## src/mssp_pkg.sv

```systemverilog
// Package with the shared constants, codes and types of the shared-pool multi-stack block.
`timescale 1ns / 1ps

package mssp_pkg;

    // Build size of the block.
    localparam int NUM_STACKS  = 4;
    localparam int POOL_SLOTS  = 16;
    localparam int QUEUE_DEPTH = 2;

    // Field widths fixed by the interface.
    localparam int ID_W    = 2;
    localparam int VALUE_W = 32;

    // Derived widths. A link holds a slot index or the null code POOL_SLOTS.
    localparam int SLOT_W   = (POOL_SLOTS > 1) ? $clog2(POOL_SLOTS) : 1;
    localparam int LINK_W   = $clog2(POOL_SLOTS + 1);
    localparam int HEAD_W   = (NUM_STACKS > 1) ? $clog2(NUM_STACKS) : 1;
    localparam int QPTR_W   = (QUEUE_DEPTH > 1) ? $clog2(QUEUE_DEPTH) : 1;
    localparam int QCOUNT_W = $clog2(QUEUE_DEPTH + 1);

    localparam logic [LINK_W-1:0] LINK_NULL = LINK_W'(POOL_SLOTS);

    // Operation codes.
    localparam logic MODE_PUSH = 1'b0;
    localparam logic MODE_POP  = 1'b1;

    // Result status codes.
    typedef enum logic [1:0] {
        ST_OK        = 2'd0,
        ST_OVERFLOW  = 2'd1,
        ST_UNDERFLOW = 2'd2,
        ST_BAD_STACK = 2'd3
    } t_status;

    // One classified operation as it travels from the front to the back.
    typedef struct packed {
        logic                mode;
        logic [ID_W-1:0]     stack_id;
        logic [VALUE_W-1:0]  value;
        logic                bad_stack;
    } t_op;

    // Handshake between the front queue and the back end.
    typedef struct packed {
        logic valid;
        t_op  op;
    } t_q_out;

endpackage

```

## src/multi_stack_shared_pool_top.sv

```systemverilog
// Top level of the multi-stack block whose stacks share one linked pool of slots.
`timescale 1ns / 1ps

// Channel   Direction  Handshake            Payload
// -------   ---------  -------------------  --------------------------------
// input     in         i_valid / o_ready    i_mode, i_stack_id, i_value
// result    out        o_valid / i_ready    o_status, o_pop_value
//
// Each operation passes the back end in S_ISSUE, which reads the link and data
// RAMs at the slot picked by the head registers, then S_COMMIT, which writes the
// link back and updates the heads; no new operation is taken before the last
// commits. Through an empty queue an input is queued, taken and then registered
// as a result at commit. Reset is synchronous and needs no clearing pass: a fill
// count stands in for the reset chain of the link RAM. A stalled result holds
// the back end while the two-entry queue keeps taking input until it is full.

module multi_stack_shared_pool_top (
    input  logic                                i_clk,
    input  logic                                i_rst_n,
    input  logic                                i_valid,
    output logic                                o_ready,
    input  logic                                i_mode,
    input  logic [mssp_pkg::ID_W-1:0]           i_stack_id,
    input  logic signed [mssp_pkg::VALUE_W-1:0] i_value,
    output logic                                o_valid,
    input  logic                                i_ready,
    output logic [1:0]                          o_status,
    output logic signed [mssp_pkg::VALUE_W-1:0] o_pop_value
);

    // Queue head as seen by the back end, and the back end's pop request.
    mssp_pkg::t_q_out q_out;
    logic             q_pop;

    // The front flags stack numbers beyond the built range and queues each
    // operation so that input transfers continue while the back end works.
    mssp_front u_front (
        .i_clk      (i_clk),
        .i_rst_n    (i_rst_n),
        .i_valid    (i_valid),
        .o_ready    (o_ready),
        .i_mode     (i_mode),
        .i_stack_id (i_stack_id),
        .i_value    (i_value),
        .o_q        (q_out),
        .i_q_pop    (q_pop)
    );

    // The back end owns the head registers, the free list and the pool RAMs,
    // and holds each result in an output register until it is transferred.
    mssp_back u_back (
        .i_clk       (i_clk),
        .i_rst_n     (i_rst_n),
        .i_q         (q_out),
        .o_q_pop     (q_pop),
        .o_valid     (o_valid),
        .i_ready     (i_ready),
        .o_status    (o_status),
        .o_pop_value (o_pop_value)
    );

endmodule

```

## src/mssp_ram.sv

```systemverilog
// Generic single-write, single-read RAM with a registered read port.
`timescale 1ns / 1ps

module mssp_ram #(
    parameter int WIDTH = 32,
    parameter int DEPTH = 16
) (
    input  logic                     i_clk,
    input  logic                     i_we,
    input  logic [$clog2(DEPTH)-1:0] i_waddr,
    input  logic [WIDTH-1:0]         i_wdata,
    input  logic                     i_re,
    input  logic [$clog2(DEPTH)-1:0] i_raddr,
    output logic [WIDTH-1:0]         o_rdata
);

    logic [WIDTH-1:0] r_mem [DEPTH];
    logic [WIDTH-1:0] r_rdata;

    always_ff @(posedge i_clk) begin
        if (i_we) begin
            r_mem[i_waddr] <= i_wdata;
        end
        // Read data holds until the next read is issued.
        if (i_re) begin
            r_rdata <= r_mem[i_raddr];
        end
    end

    assign o_rdata = r_rdata;

endmodule

```

## src/mssp_front.sv

```systemverilog
// Front end: takes input transfers, flags bad stack numbers and queues the operations.
`timescale 1ns / 1ps

module mssp_front (
    input  logic                                i_clk,
    input  logic                                i_rst_n,
    input  logic                                i_valid,
    output logic                                o_ready,
    input  logic                                i_mode,
    input  logic [mssp_pkg::ID_W-1:0]           i_stack_id,
    input  logic signed [mssp_pkg::VALUE_W-1:0] i_value,
    output mssp_pkg::t_q_out                    o_q,
    input  logic                                i_q_pop
);

    mssp_pkg::t_op                     r_entry [mssp_pkg::QUEUE_DEPTH];
    logic [mssp_pkg::QPTR_W-1:0]       r_wptr;
    logic [mssp_pkg::QPTR_W-1:0]       r_rptr;
    logic [mssp_pkg::QCOUNT_W-1:0]     r_count;
    mssp_pkg::t_op                     in_op;
    logic                              push;
    logic                              pop;

    always_comb begin
        in_op.mode      = i_mode;
        in_op.stack_id  = i_stack_id;
        in_op.value     = i_value;
        in_op.bad_stack = (32'(i_stack_id) >= 32'(mssp_pkg::NUM_STACKS));
    end

    assign o_ready = (r_count != mssp_pkg::QCOUNT_W'(mssp_pkg::QUEUE_DEPTH));
    assign push    = i_valid && o_ready;
    assign pop     = i_q_pop && (r_count != '0);

    assign o_q.valid = (r_count != '0);
    assign o_q.op    = r_entry[r_rptr];

    always_ff @(posedge i_clk) begin
        if (!i_rst_n) begin
            r_wptr  <= '0;
            r_rptr  <= '0;
            r_count <= '0;
        end else begin
            if (push) begin
                r_entry[r_wptr] <= in_op;
                r_wptr <= (32'(r_wptr) == mssp_pkg::QUEUE_DEPTH - 1) ? '0
                                                                     : r_wptr + 1'b1;
            end
            if (pop) begin
                r_rptr <= (32'(r_rptr) == mssp_pkg::QUEUE_DEPTH - 1) ? '0
                                                                     : r_rptr + 1'b1;
            end
            unique case ({push, pop})
                2'b10:   r_count <= r_count + 1'b1;
                2'b01:   r_count <= r_count - 1'b1;
                default: r_count <= r_count;
            endcase
        end
    end

endmodule

```

## src/mssp_back.sv

```systemverilog
// Back end: walks the free list and stack heads, updates the pool RAMs and drives results.
`timescale 1ns / 1ps

module mssp_back (
    input  logic                                i_clk,
    input  logic                                i_rst_n,
    input  mssp_pkg::t_q_out                    i_q,
    output logic                                o_q_pop,
    output logic                                o_valid,
    input  logic                                i_ready,
    output logic [1:0]                          o_status,
    output logic signed [mssp_pkg::VALUE_W-1:0] o_pop_value
);

    typedef enum logic {
        S_ISSUE,
        S_COMMIT
    } t_state;

    localparam int SW = mssp_pkg::SLOT_W;
    localparam int LW = mssp_pkg::LINK_W;
    localparam int VW = mssp_pkg::VALUE_W;

    t_state                  r_state;
    logic [LW-1:0]           r_stack_head [mssp_pkg::NUM_STACKS];
    logic [LW-1:0]           r_free_head;
    logic [LW-1:0]           r_fill;       // slots at or above this were never allocated
    logic                    r_o_valid;
    mssp_pkg::t_status       r_o_status;
    logic [VW-1:0]           r_o_pop_value;

    mssp_pkg::t_op           r_op;
    mssp_pkg::t_status       r_status;
    logic [LW-1:0]           r_slot;
    logic                    r_fresh;

    logic [mssp_pkg::HEAD_W-1:0] in_idx;
    logic [mssp_pkg::HEAD_W-1:0] op_idx;
    logic [LW-1:0]           in_head;
    logic [LW-1:0]           slot_sel;
    mssp_pkg::t_status       status_sel;
    logic                    take;
    logic                    commit;
    logic                    commit_ok;
    logic [LW-1:0]           link_q;
    logic [LW-1:0]           link_rd;
    logic [VW-1:0]           data_q;
    logic                    link_we;
    logic [LW-1:0]           link_wdata;
    logic                    data_we;

    assign in_idx  = mssp_pkg::HEAD_W'(i_q.op.stack_id);
    assign op_idx  = mssp_pkg::HEAD_W'(r_op.stack_id);
    assign in_head = i_q.op.bad_stack ? mssp_pkg::LINK_NULL : r_stack_head[in_idx];

    always_comb begin
        slot_sel = (i_q.op.mode == mssp_pkg::MODE_PUSH) ? r_free_head : in_head;
        priority if (i_q.op.bad_stack) begin
            status_sel = mssp_pkg::ST_BAD_STACK;
        end else if (slot_sel >= mssp_pkg::LINK_NULL) begin
            status_sel = (i_q.op.mode == mssp_pkg::MODE_PUSH) ? mssp_pkg::ST_OVERFLOW
                                                               : mssp_pkg::ST_UNDERFLOW;
        end else begin
            status_sel = mssp_pkg::ST_OK;
        end
    end

    assign take      = (r_state == S_ISSUE) && i_q.valid;
    assign o_q_pop   = take;
    assign commit    = (r_state == S_COMMIT) && (!r_o_valid || i_ready);
    assign commit_ok = commit && (r_status == mssp_pkg::ST_OK);

    // A never-allocated slot is treated as holding its reset link to the next slot;
    // for the last slot that sum is the null code.
    assign link_rd = r_fresh ? (r_slot + LW'(1)) : link_q;

    always_comb begin
        link_we    = commit_ok;
        data_we    = commit_ok && (r_op.mode == mssp_pkg::MODE_PUSH);
        link_wdata = (r_op.mode == mssp_pkg::MODE_PUSH) ? r_stack_head[op_idx] : r_free_head;
    end

    mssp_ram #(
        .WIDTH (LW),
        .DEPTH (mssp_pkg::POOL_SLOTS)
    ) u_link_ram (
        .i_clk   (i_clk),
        .i_we    (link_we),
        .i_waddr (r_slot[SW-1:0]),
        .i_wdata (link_wdata),
        .i_re    (take),
        .i_raddr (slot_sel[SW-1:0]),
        .o_rdata (link_q)
    );

    mssp_ram #(
        .WIDTH (VW),
        .DEPTH (mssp_pkg::POOL_SLOTS)
    ) u_data_ram (
        .i_clk   (i_clk),
        .i_we    (data_we),
        .i_waddr (r_slot[SW-1:0]),
        .i_wdata (r_op.value),
        .i_re    (take),
        .i_raddr (slot_sel[SW-1:0]),
        .o_rdata (data_q)
    );

    always_ff @(posedge i_clk) begin
        if (!i_rst_n) begin
            r_state     <= S_ISSUE;
            r_free_head <= '0;
            r_fill      <= '0;
            r_o_valid   <= 1'b0;
            for (int k = 0; k < mssp_pkg::NUM_STACKS; k++) begin
                r_stack_head[k] <= mssp_pkg::LINK_NULL;
            end
        end else begin
            // A commit in the same cycle loads the next result instead.
            if (r_o_valid && i_ready && !commit) begin
                r_o_valid <= 1'b0;
            end
            unique case (r_state)
                S_ISSUE: begin
                    if (take) begin
                        r_op     <= i_q.op;
                        r_status <= status_sel;
                        r_slot   <= slot_sel;
                        r_fresh  <= (slot_sel >= r_fill);
                        r_state  <= S_COMMIT;
                    end
                end
                S_COMMIT: begin
                    if (commit) begin
                        r_o_valid     <= 1'b1;
                        r_o_status    <= r_status;
                        r_o_pop_value <= '0;
                        if (commit_ok) begin
                            if (r_op.mode == mssp_pkg::MODE_PUSH) begin
                                r_free_head          <= link_rd;
                                r_stack_head[op_idx] <= r_slot;
                                if (r_fresh) begin
                                    r_fill <= r_fill + LW'(1);
                                end
                            end else begin
                                r_stack_head[op_idx] <= link_rd;
                                r_free_head          <= r_slot;
                                r_o_pop_value        <= data_q;
                            end
                        end
                        r_state <= S_ISSUE;
                    end
                end
                default: r_state <= S_ISSUE;
            endcase
        end
    end

    assign o_valid     = r_o_valid;
    assign o_status    = r_o_status;
    assign o_pop_value = r_o_pop_value;

endmodule
```

## config.mk

```make
export PLATFORM = sky130hd
export DESIGN_NAME = multi_stack_shared_pool_top
export DESIGN_NICKNAME = d
export VERILOG_FILES = /design/src/mssp_pkg.sv /design/src/multi_stack_shared_pool_top.sv /design/src/mssp_ram.sv /design/src/mssp_front.sv /design/src/mssp_back.sv
export SDC_FILE = /design/constraint.sdc
export NUM_CORES = 1
export LEC_CHECK = 0
export ABC_AREA = 1
export BUFFER_PORTS_ARGS = -buffer_cell sky130_fd_sc_hd__buf_4
export CAP_MARGIN = 20
export CORE_MARGIN = 5
export CORE_UTILIZATION = 59
export CTS_CLUSTER_SIZE = 28
export DETAILED_ROUTE_END_ITERATION = 10
export HOLD_SLACK_MARGIN = 0.12
export PLACE_DENSITY = 0.81
export SLEW_MARGIN = 20
export SYNTH_ARGS = -nofsm -noshare
export SYNTH_HDL_FRONTEND = slang
export SYNTH_HIERARCHICAL = 1
export SYNTH_SLANG_ARGS = --single-unit
```

## constraint.sdc

```tcl
create_clock -name i_clk -period 5.65 [get_ports i_clk]
set_clock_uncertainty 0.15 [all_clocks]
set_input_delay 0 -clock i_clk [delete_from_list [all_inputs] [get_ports i_clk]]
set_output_delay 0 -clock i_clk [all_outputs]
set_load 0.005 [all_outputs]
```

# Yosys cells after proc, flatten, opt, wreduce, memory -nomap -nowiden
# Memory sizes are Yosys's and may differ from the RTL's. A register that Yosys moved wholly into a read port is not among the register bits.
# Cells that the tools add are included.
[classes]
multipliers = 0
reduce_logical = 20
n_div = 0
mux = 43
n_addsub = 6
eq_ne = 3
shifts = 0
bitwise_logic = 3
order_cmp = 2
[op_table]
columns = ["cell", "count"]
rows = [
  ["2-to-1 mux 5 bit", 7],
  ["2-to-1 mux 1 bit", 30],
  ["adder 5 x 1 -> 5 bit (second input constant)", 2],
  ["AND reduction 3 bit", 3],
  ["logical AND 1 bit", 8],
  ["2-to-1 mux 2 bit", 4],
  ["greater-or-equal comparator 5 bit", 1],
  ["greater-or-equal comparator 5 bit (second input constant)", 1],
  ["AND reduction 5 bit", 1],
  ["OR reduction 5 bit", 1],
  ["case mux 2 bit (2 select lines)", 1],
  ["nonzero test 2 bit", 2],
  ["adder 1 bit (second input constant)", 2],
  ["adder 2 x 1 -> 2 bit (second input constant)", 1],
  ["equality test 2 x 1 -> 1 bit (second input constant)", 1],
  ["equality test 2 bit (second input constant)", 1],
  ["zero test 1 bit", 2],
  ["zero test 2 bit", 1],
  ["inequality test 2 bit (second input constant)", 1],
  ["NOT 1 bit", 2],
  ["case mux 1 bit (2 select lines)", 1],
  ["AND reduction 2 bit", 1],
  ["subtractor 2 x 1 -> 2 bit (second input constant)", 1],
  ["logical OR 1 bit", 1],
  ["bitwise OR 1 bit", 1],
]
[totals]
word_cells = 96
regBits = 93
latchBits = 0
n_memories = 4
mem_bits_rw = 682
inputBits = 39
output_inout_bits = 36
mem_bits_ro = 0
[memory_table]
columns = ["memory", "depth", "word_bits", "read_ports", "rd_ports_with_merged_regs", "wr", "line", "source"]
rows = [
  ["u_back.u_data_ram.r_mem", 16, 32, 1, 1, 1, "mssp_ram.sv:17", "logic [WIDTH-1:0] r_mem [DEPTH];"],
  ["u_back.u_link_ram.r_mem", 16, 5, 1, 1, 1, "mssp_ram.sv:17", ""],
  ["u_front.r_entry", 2, 35, 1, 1, 1, "mssp_front.sv:16", "mssp_pkg::t_op r_entry [mssp_pkg::QUEUE_DEPTH];"],
  ["u_back.r_stack_head", 4, 5, 2, 1, 4, "mssp_back.sv:25", "logic [LW-1:0] r_stack_head [mssp_pkg::NUM_STACKS];"],
]

# Logic depth before layout (Yosys ltp)
[logic_depth]
word_depth = 12
mapped_depth = 18
ltp_nobuf = 13

# By module
# The synthesis kept the hierarchy.
[by_module_without_submodules]
columns = ["module", "cells_each", "seq_area_each_um2", "instances", "area_per_inst_um2"]
rows = [
  ["mssp_ram (u_back.u_data_ram)", 2120, 16335.7, 1, 23050.9],
  ["mssp_back", 447, 3193.1, 1, 4724.5],
  ["mssp_ram (u_back.u_link_ram)", 355, 2552.4, 1, 3741.1],
  ["mssp_front", 148, 2202.1, 1, 2934.1],
]

# Least setup slack after synthesis
# No wires, ideal clock.
[synth_path]
path_kind = "register -> register"
from = "register u_front/r_count[0] (netlist bit)"
to = "register u_back.r_op (netlist bit u_back/op_idx[0]), enable pin"
arrival_ps = 3524
setup_slack_ps = 1579
setup_ps = 398
required_ps = 5102
path_buffers = 0
path_stages_with_launch = 7
period_less_slack_ps = 4071
cell_sequence = "dfxtp_1 -> inv_2 -> nand2_1 -> inv_1 -> nor2_1 -> nand2_1 -> inv_1"
[synth_rtl]
columns = ["item", "line", "source"]
rows = [
  ["start, declared", "mssp_front.sv:19", "logic [mssp_pkg::QCOUNT_W-1:0] r_count;"],
  ["start signal, assigned", "mssp_front.sv:54", "2'b10: r_count <= r_count + 1'b1;"],
  ["start signal, assigned", "mssp_front.sv:55", "2'b01: r_count <= r_count - 1'b1;"],
  ["start signal, assigned", "mssp_front.sv:56", "default: r_count <= r_count;"],
  ["end signal, assigned", "mssp_back.sv:126", "r_op <= i_q.op;"],
  ["end, declared", "mssp_back.sv:32", "mssp_pkg::t_op r_op;"],
]

==> impl_metrics.yaml <==
synthesis:
  synth_area_um2: 34500
  yosysSeqAreaShare_pct: 70.5
  syn_area_per_cell_um2: 11.2
  yosysTopAreaCellShare_pct: 69.4
  yosys-top-cells-area: "sky130_fd_sc_hd__edfxtp_1 (69%), sky130_fd_sc_hd__nand2_1 (9.3%), sky130_fd_sc_hd__nand3_1 (6.8%)"
  synth-edff-count: 796
  syn_inst: 3070
  ys_ff_latch: 815
  yosysUniqueCellTypes: 40
  postSynthNetCount: 3117
  synth.yosys.warnings: 6
  synthDominantAreaCellType: "sky130_fd_sc_hd__edfxtp_1"
  synth_flop_cell: "sky130_fd_sc_hd__edfxtp_1"
  synth-async-reset-ratio_pct: 0
global_route:
  first_global_vias: 22800
  total_grt_usage_pct: 25.9
  remaining_overflow_grt: 0
  grt_first_pass_wirelength_um: 127000
  grt_start_max_net_pins: 230
  antenna_found_initial: 0
power_and_ir_drop:
  switching_power_mw: 4.61
  p_leak_nw: 15.9
  internal_power_mw: 11.2
  finalPower_mw: 15.8
  seqPwrFrac_pct: 49.4
  combPwrFrac_pct: 18.1
  power_per_cell_area_nw_per_um2: 408
  switching_share_pct: 29.1
  vdd.ir_drop.worst_mv: 0.333
  clock_power_share_pct: 32.5
timing:
  tightestPinTransition_ns: 1.15
  finalSetupViolations: 0
  report.final.slew_viol_count: 0
  timing.max_slew.rel_slack_pct: 23.5
  fin_setup_tns_ns: 0
  worst_slack_ns: 1.33
  min_period_over_period_pct: 76.5
  finalHoldViolCount: 0
  finalWorstPathRequiredPeriod_ns: 4.32
  grt_setup_unrepaired: "no"
  clock.fmax_ghz: 0.231
drt:
  routedWlPerCell_um: 20.8
  route.detailed.vias_per_inst: 5.71
  post-route-drc-count: 0
  detailedRoute.firstPassIterationCount: 6
  route.vias.total: 23000
  detail-route-antenna-nets: 0
  wirelength_um: 83700
  detail_route.iter0.violations: 3172
worst_setup_path:
  worst_path_dominant_cell_family: "buffers and inverters"
  worst_ep_required_time_ns: 5.99
  path_buf_inv: 4
  kind_of_capture_point_of_the_worst_setup_path: "flip-flop"
  path_class: "reg -> reg"
  critical_path.cell_chain: "buf_4, mux2_4, inv_1, nor2_1, nand2_1, o21ai_4, buf_4, buf_4, nand3_1, nand3_1, nand3_1, nand2_1"
  worstPathArrival_ns: 4.66
  crit_path_max_fanout: 94
  critPathMaxStageDelay_ns: 0.97
  critical_path.startpoint_type: "flip-flop"
  crit_slowest_cell: "sky130_fd_sc_hd__buf_4"
floorplanning:
  die-height_um: 252
  core_area_um2: 57800
  horizontal_die_dimension_um: 252
  die_area_um2: 63300
  floorplan.initialDensity_pct: 59.6
  std_cell_rows: 88
  top_level_ports: 75
place:
  portBuffers: 74
  detailedPlacementHpwl_um: 43900
  routabilityCongestion: 0.910
  place_worst_setup_slack_ns: 1.47
  dp_cells: 3811
clock_network:
  cts_root_buffer: "sky130_fd_sc_hd__clkbuf_16"
  ctsHtreeMaxLevel: 3
  cts_tree: "done"
  cts_buffers: 79
  clk_path_buf_depth: 3
  cts_setup_buffers: 0
  clock_sink_count: 815
  clkLatencyLatePin_ns: 0.63
  clkTransAtPathRegs_ns: 0.07
finish:
  final_util_pct: 67.2
  layoutNonFillerInstCount: 4028
  drive_above_1_share_pct: 10.5
  n_antenna_cell: 0
  area_growth_from_synthesis_to_layout_pct: 12.7
  finish.net_count: 3250
hold_path:
  hp-class: "in -> reg"
outcome:
  result_of_the_run: "finished clean"
job:
  cap_viol_max_count: 0
## logic make-up after synthesis
family	Yosys count	synth area share, %
AND/OR/NAND/NOR	1471	18.0
flip-flops	815	70.5
buffers and inverters	669	8.58
AO/OA/AOI/OAI	70	1.09
multiplexers	35	1.47
adder cells (fa/ha/maj)	8	0.291
other	1	0.0109
XOR/XNOR	1	0.0254
## sequential cells by signal, summed over array words and instances, names as in the netlist, 5 cells and up, named ones only
name                       count
u_back/u_link_ram/r_mem       80
u_back/r_free_head             5
u_back/r_fill                  5
u_back/u_data_ram/o_rdata     32
u_front/r_entry               70
u_back/r_op                   33
u_back/r_stack_head           20
u_back/u_data_ram/r_mem      512
u_back/r_slot                  5
u_back/u_link_ram/o_rdata      5
u_back/o_pop_value            32
## worst min-delay path, cell delays in order
cell	delay (ns)
sky130_fd_sc_hd__dlygate4sd3_1	0.53
sky130_fd_sc_hd__buf_4	0.21
sky130_fd_sc_hd__nand2_1	0.09
sky130_fd_sc_hd__a21oi_1	0.04
## path summary, 6_finish.rpt
check | from | endpoint | slack (ns) | cells past startpoint
max | flip-flop | u_back/u_data_ram/o_rdata[20] | 1.33 | 12
min | i_rst_n | u_back/r_state | 0.16 | 4
max reg2reg | flip-flop | u_back/u_data_ram/o_rdata[20] | 1.33 | 12
min reg2reg | u_back/r_free_head[1] | u_back/r_free_head[1] | 0.34 | 2
## per-layer routing
metal,global-route usage (%),vias up,wire [um]
met5,0,-,0
met4,10.8,0,3170
met3,4.92,258,9610
met2,42.3,1548,40400
met1,34.6,10900,30500
li1,-,10300,-
## synthesized netlist by cell type (4+ instances only)
master                       n
sky130_fd_sc_hd__buf_4      12
sky130_fd_sc_hd__inv_2      33
sky130_fd_sc_hd__edfxtp_1  796
sky130_fd_sc_hd__mux2_4     30
sky130_fd_sc_hd__buf_12      4
sky130_fd_sc_hd__buf_2      47
sky130_fd_sc_hd__nand3b_1    4
sky130_fd_sc_hd__nand4_1     7
sky130_fd_sc_hd__nor2_1    118
sky130_fd_sc_hd__buf_6      34
sky130_fd_sc_hd__mux2_2      5
sky130_fd_sc_hd__dfxtp_1    19
sky130_fd_sc_hd__inv_1     498
sky130_fd_sc_hd__nand2_1   851
sky130_fd_sc_hd__ha_1        8
sky130_fd_sc_hd__nand3_1   469
sky130_fd_sc_hd__o22ai_1     5
sky130_fd_sc_hd__o21ai_0    38
sky130_fd_sc_hd__a21oi_1    19
sky130_fd_sc_hd__buf_1      14
sky130_fd_sc_hd__clkbuf_1   22
sky130_fd_sc_hd__nand2_2    13
## timing repair
item / 4_1_cts / 5_1_grt
gates resized for setup: 0 / 0
endpoints found under the hold margin: 195 / 0
hold buffers: 75 / 0
## cells in the final DEF (no fill, tap or decap), types with 30 or more instances in the layout
cell type and n:
sky130_fd_sc_hd__buf_4 108, sky130_fd_sc_hd__clkbuf_16 82, sky130_fd_sc_hd__dlygate4sd3_1 75, sky130_fd_sc_hd__edfxtp_1 796
sky130_fd_sc_hd__inv_1 495, sky130_fd_sc_hd__inv_2 34, sky130_fd_sc_hd__mux2_4 30, sky130_fd_sc_hd__nand2_1 850
sky130_fd_sc_hd__nand3_1 469, sky130_fd_sc_hd__nor2_1 100, sky130_fd_sc_hd__o21ai_0 32
## area by class of cell
type / instances / area, um2
Clock inverter: 41 / 375
Clock buffer: 100 / 2140
Fill cell: 3848 / 19000
Sequential cell: 815 / 24300
Timing Repair Buffer: 186 / 1630
Multi-Input combinational cell: 1586 / 7410
Inverter: 535 / 2020
Tap cell: 765 / 957
## power by group through the flow
stage | Combinational, mW | Sequential, mW | Clock [mW]
after floorplan | 1.97 | 7.78 | 0
after global placement | 2.62 | 7.91 | 0
after detailed placement | 2.72 | 7.94 | 0
after CTS | 2.79 | 7.81 | 5.21
after global routing | 3.09 | 7.87 | 5.47
final | 2.86 | 7.83 | 5.16
## metrics by stage
| step | area (um2) | hold slack [ns] |
|---|---|---|
| CTS | 38800 | 0.128 |
| finish | 38800 | 0.164 |
| global placement | 35500 | 0.0351 |
| global route | 38800 | 0.188 |
| detailed placement | 35500 | 0.0377 |
| floorplan | 34500 | -0.0511 |
Note: power is estimated with default switching activity, not from simulation.
